**src/rtl/segip_pkg.sv**
```systemverilog
// Package for the segment intersection block: result kinds, register
// indexes and the fixed-point constants of the parameter division.
// No dependencies.
package segip_pkg;

   localparam int PARAM_SHIFT = 30;
   localparam int FRAC_W      = PARAM_SHIFT + 1;

   localparam int CSR_INDEX_W = 2;
   localparam int CSR_DATA_W  = 32;

   localparam logic [CSR_INDEX_W-1:0] CSR_CROSS_TOL = 2'd0;
   localparam logic [CSR_INDEX_W-1:0] CSR_COORD_TOL = 2'd1;
   localparam logic [CSR_INDEX_W-1:0] CSR_PARAM_TOL = 2'd2;

   localparam logic [1:0] KIND_NONE      = 2'd0;
   localparam logic [1:0] KIND_CROSS     = 2'd1;
   localparam logic [1:0] KIND_COLLINEAR = 2'd2;

endpackage

```
**src/rtl/segip_cell.sv**
```systemverilog
// One cell of the divider chain: one step of each parameter division (in
// cells with IDX below PARAM_SHIFT; later cells hold them) and one step of the
// collinear restoring division, with a side payload. Depends on segip_pkg.
module segip_cell
   import segip_pkg::*;
#(
   parameter int W      = 32,
   parameter int IDX    = 0,
   parameter int SIDE_W = 8
)
(
   input  logic                clock,
   input  logic                reset,
   input  logic                valid_i,
   input  logic [SIDE_W-1:0]   side_i,
   input  logic [2*W+1:0]      fd_i,
   input  logic [2*W+1:0]      tr_i,
   input  logic [FRAC_W-1:0]   tq_i,
   input  logic [2*W+1:0]      sr_i,
   input  logic [FRAC_W-1:0]   sq_i,
   input  logic [2*W:0]        qn_i,
   input  logic [W-1:0]        qr_i,
   input  logic [W-1:0]        qq_i,
   input  logic [W-1:0]        qd_i,
   output logic                valid_o,
   output logic [SIDE_W-1:0]   side_o,
   output logic [2*W+1:0]      fd_o,
   output logic [2*W+1:0]      tr_o,
   output logic [FRAC_W-1:0]   tq_o,
   output logic [2*W+1:0]      sr_o,
   output logic [FRAC_W-1:0]   sq_o,
   output logic [2*W:0]        qn_o,
   output logic [W-1:0]        qr_o,
   output logic [W-1:0]        qq_o,
   output logic [W-1:0]        qd_o
);

   localparam int DW = 2*W+2;
   localparam int NW = 2*W+1;

   logic              valid_ff;
   logic [SIDE_W-1:0] side_ff;
   logic [DW-1:0]     fd_ff, tr_ff, sr_ff;
   logic [FRAC_W-1:0] tq_ff, sq_ff;
   logic [NW-1:0]     qn_ff;
   logic [W-1:0]      qr_ff, qq_ff, qd_ff;

   logic [DW-1:0]     tr_in, sr_in;
   logic [FRAC_W-1:0] tq_in, sq_in;
   logic [W:0]        qsh;
   logic              qge;
   logic [W-1:0]      qr_in;

   generate
      if (IDX < PARAM_SHIFT) begin : g_frac
         logic [DW:0] tsh, ssh;
         logic        tge, sge;
         always_comb begin
            tsh   = {tr_i, 1'b0};
            ssh   = {sr_i, 1'b0};
            tge   = tsh >= {1'b0, fd_i};
            sge   = ssh >= {1'b0, fd_i};
            tr_in = tge ? DW'(tsh - {1'b0, fd_i}) : DW'(tsh);
            sr_in = sge ? DW'(ssh - {1'b0, fd_i}) : DW'(ssh);
            tq_in = {tq_i[FRAC_W-2:0], tge};
            sq_in = {sq_i[FRAC_W-2:0], sge};
         end
      end else begin : g_hold
         always_comb begin
            tr_in = tr_i;
            sr_in = sr_i;
            tq_in = tq_i;
            sq_in = sq_i;
         end
      end
   endgenerate

   always_comb begin
      qsh   = {qr_i, qn_i[NW-1]};
      qge   = qsh >= {1'b0, qd_i};
      qr_in = qge ? W'(qsh - {1'b0, qd_i}) : W'(qsh);
   end

   always_ff @(posedge clock) begin
      if (reset) begin
         valid_ff <= 1'b0;
      end else begin
         valid_ff <= valid_i;
      end
      side_ff <= side_i;
      fd_ff   <= fd_i;
      tr_ff   <= tr_in;
      sr_ff   <= sr_in;
      tq_ff   <= tq_in;
      sq_ff   <= sq_in;
      qn_ff   <= {qn_i[NW-2:0], 1'b0};
      qr_ff   <= qr_in;
      qq_ff   <= {qq_i[W-2:0], qge};
      qd_ff   <= qd_i;
   end

   assign valid_o = valid_ff;
   assign side_o  = side_ff;
   assign fd_o    = fd_ff;
   assign tr_o    = tr_ff;
   assign tq_o    = tq_ff;
   assign sr_o    = sr_ff;
   assign sq_o    = sq_ff;
   assign qn_o    = qn_ff;
   assign qr_o    = qr_ff;
   assign qq_o    = qq_ff;
   assign qd_o    = qd_ff;

endmodule

```
**config.mk**
```make
export PLATFORM = sky130hd
export DESIGN_NAME = segip_cell
export DESIGN_NICKNAME = d
export VERILOG_FILES = /design/src/rtl/segip_pkg.sv /design/src/rtl/segip_cell.sv
export SDC_FILE = /design/constraint.sdc
export NUM_CORES = 1
export LEC_CHECK = 0
export BUFFER_PORTS_ARGS = -buffer_cell sky130_fd_sc_hd__buf_4
export CAP_MARGIN = 40
export CORE_AREA = 10 10 329 331
export DETAILED_ROUTE_END_ITERATION = 6
export DIE_AREA = 0 0 339 341
export PLACE_DENSITY = 0.36
export SETUP_SLACK_MARGIN = 0.4
export SYNTH_ARGS = -nofsm -noshare
export SYNTH_HDL_FRONTEND = slang
export SYNTH_SLANG_ARGS = --single-unit
```
**constraint.sdc**
```tcl
create_clock -name clock -period 7.6 [get_ports clock]
set_input_delay 1.14 -clock clock [delete_from_list [all_inputs] [get_ports clock]]
set_output_delay 1.14 -clock clock [all_outputs]
set_load 0.01 [all_outputs]
```
# Word level (Yosys, flattened, before mapping)
# Index checks and enable logic that the tools add are counted.
# totals
ff_bits	429
latchBits	0
ram_bits	0
romBits	0
in_bits	432
out_inout_bits	430
memories	0
# classes
addsub	3
multipliers	0
div	0
order_cmp	3
eq_ne	0
shift	0
n_mux	3
n_bitwise	0
n_reduce_logical	0
# op_table
operator	count
67-bit by 66-bit >= comparator with 1-bit output	2
66-bit two-way mux	2
66-bit subtractor	2
33-bit by 32-bit >= comparator with 1-bit output	1
32-bit two-way mux	1
32-bit subtractor	1

# Longest topological paths before layout
# Gate-level depths: netlist of run 1.
# depth
ltp_word	2
depth_mapped	17
ltp_nobuf	14

# Least setup slack after synthesis of run 1
# No wires, ideal clock.
# synth_path
kind	input to register
start	in fd_i[1]
end	reg sr_ff[27] (netlist: sr_o[27])
arrival_time_ps	4060
setup_slack_ps	3416
path_stages	16
path_buffers	2
path_cell_list	inv_1 > ha_1 > nor2b_1 > o31a_1 > o31ai_1 > a211oi_1 > o2111ai_2 > a211oi_1 > o21ai_1 > a21oi_1 > or3_4 > a21oi_2 > inv_2 > buf_6 > buf_6 > mux2_1
# synth_between
elab_chain_cells	2
elab_cells_between_ends	3
# synth_rtl
item	line	source
from (decl)	segip_cell.sv:16	input logic [2*W+1:0] fd_i,
66-bit subtractor or 67-bit by 66-bit >= comparator with 1-bit output (tied branches)	segip_cell.sv:64, segip_cell.sv:62	
66-bit two-way mux (*)	segip_cell.sv:64	sr_in = sge ? DW'(ssh - {1'b0, fd_i}) : DW'(ssh);
via sr_in[27]	segip_cell.sv:48	logic [DW-1:0] tr_in, sr_in;
to (signal assigned)	segip_cell.sv:93	sr_ff <= sr_in;
to (decl)	segip_cell.sv:43	logic [DW-1:0] fd_ff, tr_ff, sr_ff;
# Mark *: on every way through the listed nets, which the timed path passes. The rest lies on a longest branch.
# A chain may end at the register's enable or synchronous reset.

# Final worst setup path of run 1
# layout_path
start	in fd_i[31]
end	reg tr_ff[65] (netlist: tr_o[65])
# layout_between
elab_chain_cells	2
elab_cells_between_ends	3
# layout_rtl
item	line	source
66-bit subtractor or 67-bit by 66-bit >= comparator with 1-bit output (tied branches)	segip_cell.sv:63, segip_cell.sv:61	
66-bit two-way mux (*)	segip_cell.sv:63	tr_in = tge ? DW'(tsh - {1'b0, fd_i}) : DW'(tsh);
via tr_in[65]	segip_cell.sv:48	
to (signal assigned)	segip_cell.sv:92	tr_ff <= tr_in;
to (decl)	segip_cell.sv:43	
# Marked as above.

==> results.json, run 1 <==
{
  "synth_edf_count": 0,
  "drv_cap": 0,
  "crit_chain": "buf_4 > inv_1 > ha_1 > and3_1 > nor3b_1 > and3_1 > o211ai_1 > buf_4 > a21oi_1 > o21ai_0 > a31oi_1 > a41o_4 > buf_12 > mux2_2",
  "timing.final.crit_period_ns": 5.124,
  "drive_above_1_share": 0.3394,
  "syn_area_um2": 20390,
  "yosys-top-cells-count": "429 x dfxtp_1, 232 x a21oi_1, 164 x ha_1",
  "vias_per_cell": 4.370,
  "p_per_area_nw_per_um2": 242.6,
  "irDropWorstVdd_uv": 154.4,
  "hold_violations": 0,
  "post_cts_resized": 0,
  "htree_levels": 2,
  "yosysMostFrequentCell": "dfxtp_1",
  "cts_max_path_buffers": 3,
  "syn_to_final_growth_pct": 48.28,
  "timing.fmax_mhz": 195.2,
  "syn_nets": 2838,
  "ys_seq_area_frac": 0.4212,
  "yosys_warnings": 0,
  "critPathKind": "in2reg",
  "cp_max_fo": 67,
  "post-route-period-util": 0.6742,
  "ys_ff_latch": 429,
  "nets": 3676,
  "start_util": 0.2010,
  "crit_required_ns": 8.12,
  "drc": 0,
  "cts_tree": "built",
  "synth_cells": 2239,
  "slew_violations": 0,
  "synth_top_cells_by_area": "dfxtp_1 42%, ha_1 10%, a21oi_1 5.7%, xnor2_1 4.3%, o21ai_0 3.6%",
  "cp-start-kind": "primary input",
  "grt_overflow": 0,
  "antenna_left": 0,
  "antenna_found_initial": 9,
  "grt_pass1_wl_mm": 148.7,
  "outcome": "finished, final reports clean",
  "postPlaceCellArea_um2": 28330,
  "postCtsSetupBuffers": 0,
  "grt_pass1_vias": 20459,
  "die-area_um2": 115600,
  "rows": 117,
  "cp-end-kind": "flip-flop",
  "synth_top_flop_cell": "dfxtp_1",
  "utilization": 0.2980,
  "clock-root-buffer": "clkbuf_16",
  "slew_headroom": 0.4729,
  "grt_max_degree": 68,
  "cts.sinks": 429,
  "ios": 862,
  "ys_types": 83,
  "die_height_um": 341,
  "p_leak_nw": 14.27,
  "gp_congestion": 0.8841,
  "io_buffers": 857,
  "rsz0062_at_grt": "no",
  "final_area_um2": 30230,
  "via_count": 19617,
  "grt_util_all_layers": 0.1718,
  "clk_pin_slew_ns": 0.06,
  "drt-pass1-iter-count": 5,
  "hpwl_mm": 90.76,
  "finalSetupViolations": 0,
  "wl_mm": 104.7,
  "core-area_um2": 101400,
  "total_power_mw": 7.334,
  "nFillCells": 10851,
  "drt-wirelength-per-cell_um": 23.33,
  "synth_top_area_cell": "dfxtp_1",
  "worst_slew_pin_slew_ns": 0.7907,
  "first_iter_violations": 1121,
  "synth_top_cell_area_share": 0.4212,
  "hp-class": "in2reg",
  "numCtsBuffers": 55,
  "finalSetupTns_ns": 0,
  "crit_arrival_ns": 5.64,
  "slowest_delay_ns": 0.72,
  "syn_area_per_cell_um2": 9.106,
  "cts_hold_buf": 0,
  "die_w_um": 339,
  "slowest_stage": "a41o_4",
  "async_flop_share": 0
}
sequential cells by signal, summed over array words and instances (netlist names):
register / cells
tq_o: 31
tr_o: 66
fd_o: 66
side_o: 8
qr_o: 32
valid_o: 1
qd_o: 32
sr_o: 66
qq_o: 32
qn_o: 64
sq_o: 31
where the power goes:
part           internal, mW  leakage [nW]  switching [mW]
clock network          1.65         0.929            1.08
logic                 0.932          9.72            1.08
registers              2.51          3.62          0.0875
total                  5.09          14.3            2.24
logic make-up after synthesis:
logic type	after synthesis	synth area share
AOI/OAI and AO/OA	670	0.2056
xor gates and xnor gates	141	0.06057
adders and majority gates	167	0.1036
buffers and inverters	240	0.04676
DFF	429	0.4212
muxes	64	0.03983
other	1	0.0001839
and+or+nand+nor	527	0.1222
critical path: cells and delay by family:
family          cells  cell delay, ns
compound gates      5            1.78
fa+ha+maj           1            0.42
buf+inv             4            0.75
mux                 1            0.38
simple gates        3            1.10
path summary, 6_finish.rpt:
kind                      from                to  slack (ns)  cells after the start
worst min-delay path   fd_i[6]   fd_o[6]$_DFF_P_        0.60                      1
worst max-delay path  fd_i[31]  tr_o[65]$_DFF_P_        2.48                     14
placed cells by master (no fill, tap or decap), types with 7 or more instances in the layout:
master / instances
a21boi_0: 9
a41oi_1: 7
clkinv_2: 7
mux2_4: 26
xor2_1: 40
inv_1: 145
a21oi_1: 232
mux2_2: 30
and2_1: 14
o21a_1: 22
o211ai_1: 7
nand4_1: 41
clkbuf_16: 56
a211o_1: 7
o31ai_1: 13
o21ai_0: 145
nand3_1: 51
or2_2: 11
buf_4: 868
o21bai_1: 32
a211oi_1: 19
xnor2_1: 101
clkbuf_8: 17
and3_1: 17
a31oi_1: 20
dfxtp_1: 429
nor2b_1: 17
nor3_1: 27
nor4_1: 8
ha_1: 164
nand2_1: 158
a21o_1: 92
nand2b_1: 18
nor2_1: 141
layout make-up:
class,count,area [um^2],share of cell area
Multi-Input combinational cell,1570,10880,0.3600
Sequential cell,429,8588,0.2841
Timing Repair Buffer,875,6596,0.2182
Tap cell,1368,1712,0.05662
Clock buffer,79,1658,0.05484
Inverter,146,548.0,0.01813
Clock inverter,21,244.0,0.008070
Antenna cell,1,2.502,0.00008277
per-layer routing:
| metal | global-route usage | vias to the layer above | routed length [um] |
|---|---|---|---|
| li1 | - | 9571 | - |
| met4 | 0.02870 | 16 | 1511 |
| met2 | 0.3234 | 699 | 54830 |
| met1 | 0.1898 | 9231 | 40810 |
| met5 | 0 | - | 112 |
| met3 | 0.05183 | 100 | 7482 |
stage by stage:
step,worst slack (ns),hold slack [ns],instances
2_1_floorplan,3.416,1.168,2239
3_3_place_gp,1.612,1.245,4379
3_5_place_dp,1.835,1.245,4388
4_1_cts,2.531,0.5345,4488
5_1_grt,2.157,0.5566,4488
6_report,2.476,0.6004,4489
Note: power is estimated with default switching activity, not from simulation.
==> run 2, diff against run 1 <==
==> constraint.sdc (replaced) <==
create_clock -name clock -period 5.1 [get_ports clock]
set_input_delay 0.765 -clock clock [delete_from_list [all_inputs] [get_ports clock]]
set_output_delay 0.765 -clock clock [all_outputs]
set_load 0.01 [all_outputs]
==> run 2 against run 1 <==
  * Non-clock buffer count rose by 17
  * Critical endpoint is now sr_o[56]$_DFF_P_
  * Highest routed layer unchanged
  * Core utilization rose by 0.16 points
  * Total power rose by 49%
  * Die area did not move
  * Combinational power rose by 50%
  * Critical path type unchanged
  * Largest power group unchanged
  * Final cell count rose by 0.49%
  * Global-route usage fell by 0.093 points
==> results.json, run 2 (synthesis gave the netlist of run 1 again) <==
{
  "outcome": "finished, final reports clean",
  "cts_tree": "built",
  "crit_required_ns": 5.64,
  "p_per_area_nw_per_um2": 358.9,
  "sequentialPowerShare": 0.356,
  "first_iter_violations": 1067,
  "cts.sinks": 429,
  "syn_to_final_growth_pct": 49.10,
  "pwr-share-comb": 0.277,
  "post_cts_resized": 0,
  "slew_violations": 0,
  "io_buffers": 857,
  "die-area_um2": 115600,
  "start_util": 0.2010,
  "finalSetupTns_ns": 0,
  "grt_pass1_wl_mm": 147.7,
  "intPower_mw": 7.572,
  "hold_violations": 0,
  "gp_congestion": 0.8871,
  "total_power_mw": 10.91,
  "swShare": 0.3060,
  "vias_per_cell": 4.354,
  "p_switching_mw": 3.339,
  "finalSetupViolations": 0,
  "cts_max_path_buffers": 3,
  "worst_slew_pin_slew_ns": 0.6594,
  "slowest_delay_ns": 0.52,
  "clk_pin_slew_ns": 0.06,
  "ios": 862,
  "final_cell_mix": "885 x buf_4, 429 x dfxtp_1, 232 x a21oi_1",
  "grt_pass1_vias": 20512,
  "nets": 3693,
  "dp.cells": 4405,
  "die_height_um": 341,
  "drv_cap": 0,
  "p_leak_nw": 14.37,
  "die_w_um": 339,
  "numCtsBuffers": 55,
  "htree_levels": 2,
  "slowest_stage": "fa_1",
  "timing.final.crit_period_ns": 4.127,
  "hp-class": "in2reg",
  "slew_headroom": 0.5557,
  "drive_above_1_share": 0.3419,
  "utilization": 0.2997,
  "wl_mm": 104.7,
  "cts_hold_buf": 0,
  "critPathKind": "in2reg",
  "grt_max_degree": 54,
  "fin_cells": 4511,
  "min_from": "qn_i[23]",
  "antenna_left": 0,
  "rsz0062_at_grt": "no",
  "cp-end-kind": "flip-flop",
  "crit_arrival_ns": 4.67,
  "whs_path_depth": 1,
  "clock_power_share": 0.367,
  "cp_max_fo": 5,
  "drc": 0,
  "crit_chain": "buf_4 > inv_1 > fa_1 > a211oi_1 > nor3b_1 > o311a_1 > buf_4 > o2bb2ai_1 > o21bai_1 > o211ai_1 > a21oi_1 > o21bai_1 > a21oi_1 > xnor2_1 > mux2_4",
  "core-area_um2": 101400,
  "post-route-period-util": 0.8091,
  "postCtsSetupBuffers": 0,
  "cp-start-kind": "primary input",
  "timing.fmax_mhz": 242.3,
  "drt-pass1-iter-count": 5,
  "hpwl_mm": 90.83,
  "grt_overflow": 0,
  "irDropWorstVdd_uv": 256.6,
  "antenna_found_initial": 14,
  "whs_endpoint": "qn_o[24]$_DFF_P_",
  "grt_util_all_layers": 0.1708,
  "clock-root-buffer": "clkbuf_16",
  "drt-wirelength-per-cell_um": 23.20,
  "layout_commonest_cell": "buf_4",
  "rows": 117,
  "via_count": 19640
}
-- run 2: cell types whose count changed in the layout (fill, tap and decap cells not counted), moves of 4 or more --
cell,change
diode_2,+4
clkinv_2,+4
clkbuf_8,-5
buf_4,+17
buf_12,+4
-- run 2: worst max-delay path by stage --
stage	from	end	slack, ns
after floorplan	fd_i[1]	sr_o[27]$_DFF_P_	1.29
after global placement	fd_i[7]	sr_o[62]$_DFF_P_	0.20
after detailed placement	fd_i[14]	tr_o[14]$_DFF_P_	0.22
after CTS	fd_i[14]	tr_o[44]$_DFF_P_	0.92
after global routing	fd_i[1]	tr_o[57]$_DFF_P_	0.76
final	fd_i[0]	sr_o[56]$_DFF_P_	0.97
-- run 2: layer usage --
metal	routed length (um)	part of all wire	up-vias	GRT usage
li1	-	-	9607	-
met1	39990	0.38	9230	0.1836
met2	54920	0.52	670	0.3223
met3	7634	0.073	113	0.05482
met4	1955	0.019	20	0.03574
met5	163	0.0016	-	0
-- run 2: worst max-delay path, delay by kind of cell --
family | cells | cell delay, ns
AOI/OAI and AO/OA | 8 | 2.46
xor gates and xnor gates | 1 | 0.13
adders and majority gates | 1 | 0.52
buffers and inverters | 3 | 0.40
muxes | 1 | 0.26
and+or+nand+nor | 1 | 0.14
-- run 2: cell type report --
type	instances	area [um^2]
fill	10925	71050
clock inverter	25	310.3
inverter	146	548.0
sequential	429	8588
multi-input combinational	1570	10880
antenna	5	12.51
timing repair buffer	892	6775
tap	1368	1712
clock buffer	76	1575
-- run 2: per-stage QoR --
step	cell area (um^2)	setup WS, ns	hold WS [ns]
floorplan	20390	1.291	0.7927
global placement	28490	0.2013	0.8704
detailed placement	28500	0.2188	0.8706
CTS	30390	0.9173	0.1563
global route	30390	0.7584	0.1749
finish	30400	0.9734	0.2199
-- run 2: power groups by stage --
stage | logic, mW | clock network (mW) | registers (mW)
6_report | 3.02 | 4.01 | 3.88
5_1_grt | 3.29 | 4.28 | 3.92
4_1_cts | 3.08 | 4.17 | 3.89
3_5_place_dp | 3.06 | 0 | 3.96
3_3_place_gp | 3.07 | 0 | 3.96
2_1_floorplan | 1.31 | 0 | 4.12
